===== src/rtl/core/iba_pkg.sv =====
// Package for the indexed block allocator: sizes, status codes, sequencer states.
// No dependencies; used by indexed_block_allocator.
package iba_pkg;

	// Block map size and search group size
	localparam int NUM_BLOCKS = 64;
	localparam int MAX_LENGTH = 16;
	localparam int GRP_SIZE   = 8;
	localparam int GRP_CNT    = NUM_BLOCKS / GRP_SIZE;

	// Widths
	localparam int BLK_IDX_W = $clog2(NUM_BLOCKS);      // 0-based block index
	localparam int CNT_W     = $clog2(NUM_BLOCKS + 1);  // counts up to NUM_BLOCKS
	localparam int GRP_W     = $clog2(GRP_CNT);
	localparam int SEL_W     = $clog2(GRP_SIZE);
	localparam int PID_W     = 8;
	localparam int LEN_W     = 5;
	localparam int BLK_NUM_W = 7;                       // 1-based block number port
	localparam int PADDR_W   = 3;
	localparam int PDATA_W   = 32;

	// Register map (byte address of word)
	localparam logic [PADDR_W-1:0] ADDR_BLOCK_COUNT = 3'd0;
	localparam logic [BLK_NUM_W-1:0] BLOCK_COUNT_RST = 7'd64;

	// Result status codes
	typedef enum logic [1:0] {
		ST_OK      = 2'd0,
		ST_NOSPACE = 2'd1,
		ST_BUSY    = 2'd2,
		ST_RANGE   = 2'd3
	} status_t;

	// Sequencer states
	typedef enum logic [1:0] {
		S_IDLE,
		S_CHECK,
		S_SEARCH
	} state_t;

endpackage


===== src/rtl/core/indexed_block_allocator.sv =====
// Indexed block allocator: used-block map, free count, group-wise first-free search.
// Depends on iba_pkg.
// Flow: start is taken while busy is low; the request is registered and checked in S_CHECK,
// whose result is registered to the ports; a refused item gives its single result there.
// Busy stays high through S_CHECK and S_SEARCH, including 8-block search groups skipped as
// full; one result per cycle, but none while a full group is skipped; results cannot stall.
// Reset: map cleared, block_count = 64, free count = 64. A block_count write clears it.
module indexed_block_allocator (
	input  logic                          clk,
	input  logic                          arst_n,
	// request
	input  logic                          start,
	output logic                          busy,
	input  logic [iba_pkg::PID_W-1:0]     process_id,
	input  logic [iba_pkg::LEN_W-1:0]     data_length,
	input  logic [iba_pkg::BLK_NUM_W-1:0] index_block,
	// results
	output logic                          result_valid,
	output logic [1:0]                    status,
	output logic [iba_pkg::BLK_NUM_W-1:0] block_number,
	output logic [iba_pkg::PID_W-1:0]     owner_id,
	output logic                          last,
	// configuration
	input  logic                          psel,
	input  logic                          penable,
	input  logic                          pwrite,
	input  logic [iba_pkg::PADDR_W-1:0]   paddr,
	input  logic [iba_pkg::PDATA_W-1:0]   pwdata,
	output logic [iba_pkg::PDATA_W-1:0]   prdata,
	output logic                          pready
);
	import iba_pkg::*;

	state_t state_q, state_d;

	logic [BLK_NUM_W-1:0] block_count_q;
	logic [CNT_W-1:0]     eff_cnt_q;
	logic [NUM_BLOCKS-1:0] used_q;
	logic [CNT_W-1:0]     free_q;

	logic [PID_W-1:0]     pid_q;
	logic [LEN_W-1:0]     len_q;
	logic [BLK_NUM_W-1:0] idx_q;
	logic [LEN_W-1:0]     rem_q;
	logic [GRP_W-1:0]     grp_q;

	logic                 res_valid_q;
	status_t              res_status_q;
	logic [BLK_NUM_W-1:0] res_block_q;
	logic                 res_last_q;

	logic                 cfg_wr;
	logic [CNT_W-1:0]     wr_eff;
	logic                 accept;

	// Request check
	logic                 chk_range;
	logic                 chk_busy;
	logic                 chk_space;
	logic [BLK_IDX_W-1:0] idx0;

	// Group search
	logic [GRP_SIZE-1:0]  avail;
	logic                 hit;
	logic [SEL_W-1:0]     hit_sel;
	logic [BLK_IDX_W-1:0] hit_blk;

	// Sequencer outputs
	logic                 emit;
	status_t              emit_status;
	logic [BLK_NUM_W-1:0] emit_block;
	logic                 emit_last;
	logic                 mark_en;
	logic [BLK_IDX_W-1:0] mark_idx;
	logic                 grp_adv;
	logic                 load_search;

	assign accept = start && !busy;
	assign busy   = (state_q != S_IDLE);

	// Configuration port
	assign pready = 1'b1;
	assign cfg_wr = psel && penable && pwrite && (paddr[PADDR_W-1:2] == ADDR_BLOCK_COUNT[PADDR_W-1:2]);
	assign wr_eff = (pwdata[BLK_NUM_W-1:0] > BLK_NUM_W'(NUM_BLOCKS)) ? CNT_W'(NUM_BLOCKS)
	                                                                : CNT_W'(pwdata[BLK_NUM_W-1:0]);
	assign prdata = PDATA_W'(block_count_q);

	// Request checks, in priority order range, busy, space
	assign idx0      = BLK_IDX_W'(idx_q - BLK_NUM_W'(1));
	assign chk_range = (idx_q == '0) || (CNT_W'(idx_q) > eff_cnt_q);
	assign chk_busy  = used_q[idx0];
	assign chk_space = (len_q > LEN_W'(MAX_LENGTH)) ||
	                   (free_q < (CNT_W'(len_q) + CNT_W'(1)));

	// Free blocks within the current group, lowest first
	always_comb begin
		avail   = '0;
		hit     = 1'b0;
		hit_sel = '0;
		for (int j = 0; j < GRP_SIZE; j++) begin
			avail[j] = !used_q[{grp_q, SEL_W'(j)}] &&
			           (CNT_W'({grp_q, SEL_W'(j)}) < eff_cnt_q);
		end
		for (int j = GRP_SIZE - 1; j >= 0; j--) begin
			if (avail[j]) begin
				hit     = 1'b1;
				hit_sel = SEL_W'(j);
			end
		end
	end
	assign hit_blk = {grp_q, hit_sel};

	// Next state
	always_comb begin
		state_d = state_q;
		case (state_q)
			S_IDLE: begin
				if (accept) state_d = S_CHECK;
			end
			S_CHECK: begin
				if (chk_range || chk_busy || chk_space || (len_q == '0)) state_d = S_IDLE;
				else state_d = S_SEARCH;
			end
			S_SEARCH: begin
				if (hit) begin
					if (rem_q == LEN_W'(1)) state_d = S_IDLE;
				end else if (grp_q == GRP_W'(GRP_CNT - 1)) begin
					// full map; unreachable while the free count tracks the map
					state_d = S_IDLE;
				end
			end
			default: state_d = S_IDLE;
		endcase
	end

	// Sequencer outputs
	always_comb begin
		emit        = 1'b0;
		emit_status = ST_OK;
		emit_block  = '0;
		emit_last   = 1'b0;
		mark_en     = 1'b0;
		mark_idx    = idx0;
		grp_adv     = 1'b0;
		load_search = 1'b0;
		case (state_q)
			S_CHECK: begin
				emit      = 1'b1;
				emit_last = 1'b1;
				if (chk_range) begin
					emit_status = ST_RANGE;
				end else if (chk_busy) begin
					emit_status = ST_BUSY;
				end else if (chk_space) begin
					emit_status = ST_NOSPACE;
				end else begin
					emit_block  = idx_q;
					emit_last   = (len_q == '0);
					mark_en     = 1'b1;
					load_search = 1'b1;
				end
			end
			S_SEARCH: begin
				if (hit) begin
					emit       = 1'b1;
					emit_block = BLK_NUM_W'(hit_blk) + BLK_NUM_W'(1);
					emit_last  = (rem_q == LEN_W'(1));
					mark_en    = 1'b1;
					mark_idx   = hit_blk;
				end else begin
					grp_adv = 1'b1;
				end
			end
			default: ;
		endcase
	end

	// Control state, map and free count
	always_ff @(posedge clk or negedge arst_n) begin
		if (!arst_n) begin
			state_q       <= S_IDLE;
			block_count_q <= BLOCK_COUNT_RST;
			eff_cnt_q     <= CNT_W'(NUM_BLOCKS);
			used_q        <= '0;
			free_q        <= CNT_W'(NUM_BLOCKS);
			res_valid_q   <= 1'b0;
			rem_q         <= '0;
			grp_q         <= '0;
		end else begin
			state_q     <= state_d;
			res_valid_q <= emit;
			if (cfg_wr) begin
				block_count_q <= pwdata[BLK_NUM_W-1:0];
				eff_cnt_q     <= wr_eff;
				used_q        <= '0;
				free_q        <= wr_eff;
			end else if (mark_en) begin
				used_q[mark_idx] <= 1'b1;
				free_q           <= free_q - CNT_W'(1);
			end
			if (load_search) begin
				rem_q <= len_q;
				grp_q <= '0;
			end else if (state_q == S_SEARCH) begin
				if (hit) rem_q <= rem_q - LEN_W'(1);
				else if (grp_adv) grp_q <= grp_q + GRP_W'(1);
			end
		end
	end

	// Request and result payload
	always_ff @(posedge clk) begin
		if (accept) begin
			pid_q <= process_id;
			len_q <= data_length;
			idx_q <= index_block;
		end
		if (emit) begin
			res_status_q <= emit_status;
			res_block_q  <= emit_block;
			res_last_q   <= emit_last;
		end
	end

	assign result_valid = res_valid_q;
	assign status       = res_status_q;
	assign block_number = res_block_q;
	assign owner_id     = pid_q;
	assign last         = res_last_q;

	// Checks
	a_free_bound: assert property (@(posedge clk) disable iff (!arst_n)
		free_q <= eff_cnt_q)
		else $error("free count above block count");

	a_more_follows: assert property (@(posedge clk) disable iff (!arst_n)
		result_valid && !last |-> busy)
		else $error("non-final result with sequencer idle");

	a_refuse_single: assert property (@(posedge clk) disable iff (!arst_n)
		result_valid && (status != ST_OK) |-> last && (block_number == '0))
		else $error("refused result not final or carries a block");

	a_no_early_result: assert property (@(posedge clk) disable iff (!arst_n)
		start && !busy |=> !result_valid)
		else $error("result in check cycle");

	a_grant_nonzero: assert property (@(posedge clk) disable iff (!arst_n)
		result_valid && (status == ST_OK) |-> (block_number != '0))
		else $error("granted result without block");

endmodule

===== config.mk =====
export PLATFORM = sky130hd
export DESIGN_NAME = indexed_block_allocator
export DESIGN_NICKNAME = d
export VERILOG_FILES = /design/src/rtl/core/iba_pkg.sv /design/src/rtl/core/indexed_block_allocator.sv
export SDC_FILE = /design/constraint.sdc
export NUM_CORES = 1
export LEC_CHECK = 0
export BUFFER_PORTS_ARGS = -buffer_cell sky130_fd_sc_hd__buf_2
export CORE_ASPECT_RATIO = 0.75
export CORE_MARGIN = 3
export CORE_UTILIZATION = 64
export CTS_BUF_LIST = sky130_fd_sc_hd__clkbuf_8
export DETAILED_ROUTE_END_ITERATION = 12
export PLACE_DENSITY = 0.93
export SETUP_SLACK_MARGIN = 0.02
export SLEW_MARGIN = 40
export SYNTH_ARGS = -nofsm -noshare
export SYNTH_HDL_FRONTEND = slang
export SYNTH_SLANG_ARGS = --single-unit

===== constraint.sdc =====
create_clock -name clk -period 9 [get_ports clk]
set_input_delay 0.9 -clock clk [delete_from_list [all_inputs] [get_ports clk]]
set_output_delay 0.9 -clock clk [all_outputs]
set_load 0.005 [all_outputs]

After elaboration in Yosys (flattened, before gate mapping)
Index checks and enable logic that the tools add are counted.
Word-level totals
  register bits: 126
  output and inout port bits: 53
  word-level logic and storage cells: 169
Cells by class
  add/sub/neg operators: 6
  order comparisons: 23
  eq/ne operators: 8
  muxes and demuxes: 78
  bitwise logic cells: 2
  reductions and logical operators: 38
Operators with widths (number)
  $mux W64: 2
  $lt A6 B7 Y1 const B: 10
  $or A64 B64 Y64: 1
  $lt A6 B7 Y1: 8
  $mux W7: 7
  $mux W3: 12
  $mux W1: 30
  $bmux W1 S3: 8
  $mux W5: 3
  $mux W2: 7
  $pmux W7 S2: 1
  $logic_and A1 B1 Y1: 13
  $mux W6: 2
  $reduce_bool A2 Y1: 5
  $logic_not A1 Y1: 9
  $add A6 B1 Y7 const B: 1
  $gt A7 B7 Y1: 1
  $gt A7 B7 Y1 const B: 1
  $logic_not A7 Y1: 1
  $lt A7 B6 Y1: 1
  $sub A7 B1 Y7 const B: 1
  $add A5 B1 Y6 const B: 1
  $bmux W1 S6: 1
  $demux W1 S6: 1
  20 further kinds: 28

Depth between registers and ports, before layout
  word-level depth: 21
  mapped depth: 16
  depth with buffers taken out: 13

Worst setup path after synthesis
No wires, ideal clock.
  path kind: register -> register
  start: register idx_q[0]
  end: register res_block_q[5], in the netlist block_number[5], data pin
  data arrival time: 3.460 ns
  path slack: 5.371 ns
  stages on the path, launching flop included: 15
  clock period less this slack: 3.629 ns
  cells stage by stage: edfxtp_1 > buf_2 > inv_1 > ha_1 > buf_6 > xor2_4 > mux4_2 > mux2_2 > o21ai_1 > o32ai_1 > nor3_4 > clkbuf_1 > clkbuf_1 > nand3_1 > o31ai_1
Between the ends
  word-level cells in the longest chain between the ends: 6
  elaborated cells on any way between the ends: 9
RTL lines
  start: declaration: RTL line indexed_block_allocator.sv:43  | logic [BLK_NUM_W-1:0] idx_q;
  start signal: assignment: RTL line indexed_block_allocator.sv:216  | idx_q <= index_block;
  $sub A6 B1 Y6: RTL line indexed_block_allocator.sv:89  | assign idx0 = BLK_IDX_W'(idx_q - BLK_NUM_W'(1));
  $bmux W1 S6: RTL line indexed_block_allocator.sv:91  | assign chk_busy = used_q[idx0];
  $mux W1 (not written as such): RTL line indexed_block_allocator.sv:91
  $mux W7: RTL line indexed_block_allocator.sv:152  | end else if (chk_busy) begin
  $mux W7 (*): RTL line indexed_block_allocator.sv:150  | if (chk_range) begin
  $pmux W7 S2 (*): RTL line indexed_block_allocator.sv:146  | case (state_q)
  named net emit_block[5]: RTL line indexed_block_allocator.sv:71  | logic [BLK_NUM_W-1:0] emit_block;
  end signal: assignment: RTL line indexed_block_allocator.sv:220  | res_block_q <= emit_block;
  end: declaration: RTL line indexed_block_allocator.sv:49  | logic [BLK_NUM_W-1:0] res_block_q;
Mark *: on every way through the listed nets, which the timed path passes. The rest lies on a longest branch. The select of a mux whose other input is x is not followed.
A chain may end at the register's enable or synchronous reset.

Worst setup path in the final report
  start: register grp_q[2]
  end: register used_q[52]
Between the ends
  word-level cells in the longest chain between the ends: 21
  elaborated cells on any way between the ends: 69
RTL lines
  start: declaration: RTL line indexed_block_allocator.sv:45  | logic [GRP_W-1:0] grp_q;
  start signal: assignment: RTL line indexed_block_allocator.sv:206  | else if (grp_adv) grp_q <= grp_q + GRP_W'(1);
  parallel branches: the longest is 21 deep, another holds $lt A6 B7 Y1
  end signal: assignment: RTL line indexed_block_allocator.sv:184  | used_q <= '0;
  end signal: assignment: RTL line indexed_block_allocator.sv:195  | used_q <= '0;
  end signal: indexed assignment: RTL line indexed_block_allocator.sv:198  | used_q[mark_idx] <= 1'b1;
  end: declaration: RTL line indexed_block_allocator.sv:38  | logic [NUM_BLOCKS-1:0] used_q;
Several ways; the timed one is not identified. The select of a mux whose other input is x is not followed.

==> results.json <==
{
  "cts_buffers": 17,
  "tightest_slew_ns": 0.940,
  "num_vias": 6348,
  "drc": 0,
  "syn_avg_cell_area_sq_um": 10.3,
  "antenna_cells": 0,
  "portBuffers": 60,
  "path_max_fanout": 23,
  "arrival_ns": 4.98,
  "max_freq_mhz": 216,
  "grt_overflow_total": 0,
  "finalCoreUtilization": 0.732,
  "grt_pass1_wl_um": 33100,
  "ys_seq_elements": 126,
  "die_area_sq_um": 13200,
  "mostFrequentLayoutCell": "nand2_1",
  "cap_violations": 0,
  "grt_max_degree": 88,
  "synth_top_area_share": 0.308,
  "stdcell_area_sq_um": 8220,
  "fin_nets": 872,
  "place_congestion": 1.06,
  "syn-cell-area_sq_um": 7560,
  "finalSetupViolCount": 0,
  "firstDrtPassIters": 7,
  "start_kind": "register",
  "min_period_ns": 4.62,
  "finalHoldViolCount": 0,
  "grt_pass1_vias": 6225,
  "dpl-instance-area_sq_um": 7830,
  "crit_top_cell": "a21o_1",
  "ir_drop_v": 0.000155,
  "synth_edf_count": 30,
  "worstHoldPathType": "input pin to async pin",
  "post_cts_resized": 0,
  "rsz0062_at_grt": "false",
  "drive_gt1_frac": 0.212,
  "cts_root_buf": "clkbuf_8",
  "drt_wl_total_um": 20500,
  "post_cts_buffers": 0,
  "clk_pin_slew_ns": 0.09,
  "rows": 33,
  "crit_chain": "ha_1 > nand4b_1 > a21o_1 > o2111a_1 > a31o_2 > o41a_2 > nor4_2 > a21o_1 > nand2_1 > o21ai_0",
  "grt_antenna_before_repair": 0,
  "die_w_um": 132,
  "yosysUniqueCellTypes": 82,
  "clock_skew_ns": 0.0189,
  "cts_tree": "yes",
  "coreArea_sq_um": 11200,
  "slowest_stage": "dfrtp_1",
  "synth.largest_area_cell": "dfrtp_1",
  "area_delta_synth_final_pct": 8.62,
  "hpwl_um": 14800,
  "critical_path_class": "register to register",
  "drtIter0Drc": 859,
  "cts_sinks": 126,
  "yosysWarningCount": 0,
  "grtUsageTotal": 0.324,
  "start_util": 0.674,
  "yosysSeqAreaShare": 0.437,
  "ant_nets": 0,
  "status": "complete, no violations",
  "synthCells": 733,
  "final_cell_mix": "nand2_1, dfrtp_1, buf_2",
  "cts_max_level": 4,
  "p_per_area_nw_per_um2": 297,
  "setup_tns_ns": 0,
  "via_per_inst": 6.68,
  "finalCritPeriodShare": 0.514,
  "required_ns": 9.36,
  "clkLatencyLatePin_ns": 0.46,
  "clockBufferDepth": 2,
  "io_pins": 114,
  "cts_hold_buf": 0,
  "die_h_um": 100,
  "endpoint_kind": "register",
  "critPathMaxStageDelay_ns": 0.72,
  "maxSlewHeadroom": 0.370,
  "drv_slew": 0,
  "synth_ff_type": "dfrtp_1",
  "async_flop_share": 0.762,
  "p_leak_nw": 3.54,
  "yosys-top-cells-area": "dfrtp_1, edfxtp_1, mux4_2",
  "wl_per_cell_um": 21.6
}
-- cell families after synthesis --
group | Yosys count | synth area share
AND/OR/NAND/NOR | 234 | 0.145
XOR/XNOR | 21 | 0.0278
adder cells (fa/ha/maj) | 30 | 0.0496
buffers and inverters | 89 | 0.0647
flip-flops | 126 | 0.437
AO/OA/AOI/OAI | 180 | 0.173
other | 2 | 0.000993
multiplexers | 51 | 0.102
-- critical path: cells and delay by family, from the launching register on --
family / cells / cell delay, ns
fa+ha+maj: 1 / 0.49
compound gates: 6 / 2.31
simple gates: 3 / 1.00
flops: 1 / 0.72
-- path summary, 6_finish.rpt --
kind / from / to / slack, ns / depth (start not counted)
max in group asynchronous: arst_n / used_q[33]$_DFFE_PN0P_ / 7.79 / 2
max reg2reg: grp_q[2]$_DFFE_PN0P_ / used_q[52]$_DFFE_PN0P_ / 4.38 / 10
max: grp_q[2]$_DFFE_PN0P_ / used_q[52]$_DFFE_PN0P_ / 4.38 / 10
min reg2reg: block_count_q[6]$_DFFE_PN1P_ / block_count_q[6]$_DFFE_PN1P_ / 0.48 / 2
min: arst_n / block_count_q[4]$_DFFE_PN0P_ / 0.25 / 1
min in group clk: block_count_q[6]$_DFFE_PN1P_ / block_count_q[6]$_DFFE_PN1P_ / 0.48 / 2
-- metrics by stage --
step                worst slack, ns  power [mW]  hold slack [ns]  instances
finish                         4.38        2.44            0.247        951
global route                   4.18        2.57            0.224        951
CTS                            4.56        2.40            0.244        951
detailed placement             4.57        1.91            0.465        919
global placement               4.78        1.85            0.448        919
floorplan                      5.37        1.60            0.448        757
-- flip-flops by register name (all words and copies together), names as in the netlist, 2 cells and up --
register and cells:
rem_q 5, status 2, used_q 64, state_q 2, eff_cnt_q 7, block_count_q 7, len_q 5, grp_q 3
free_q 7, block_number 7, owner_id 8, idx_q 7
-- report_power, final --
part / internal (mW) / switching [mW]
Sequential: 0.758 / 0.131
Combinational: 0.394 / 0.672
Clock: 0.226 / 0.256
Total: 1.38 / 1.06
-- synth_stat cells, drive strengths merged (15+ instances only) --
master / count
clkbuf: 18
ha: 30
buf: 45
inv: 25
dfrtp: 93
nand3: 15
mux4: 20
nor2: 52
o21ai: 68
a21oi: 16
nand2: 105
mux2i: 20
edfxtp: 30
-- cell type report --
type	count	area [sq um]
Inverter	26	97.6
Tap cell	157	196
Multi-Input combinational cell	542	3860
Fill cell	768	3010
Timing Repair Buffer	68	369
Sequential cell	126	3310
Clock inverter	15	149
Clock buffer	17	234
-- routing by layer --
layer | part of all wire | vias up | GRT usage | routed length (um)
met5 | 0.0022 | - | 0.0296 | 46
met4 | 0.024 | 2 | 0.117 | 491
met3 | 0.14 | 59 | 0.130 | 2920
met2 | 0.43 | 483 | 0.467 | 8890
met1 | 0.40 | 3083 | 0.446 | 8190
li1 | - | 2721 | - | -
(Power assumes the default switching activity.)
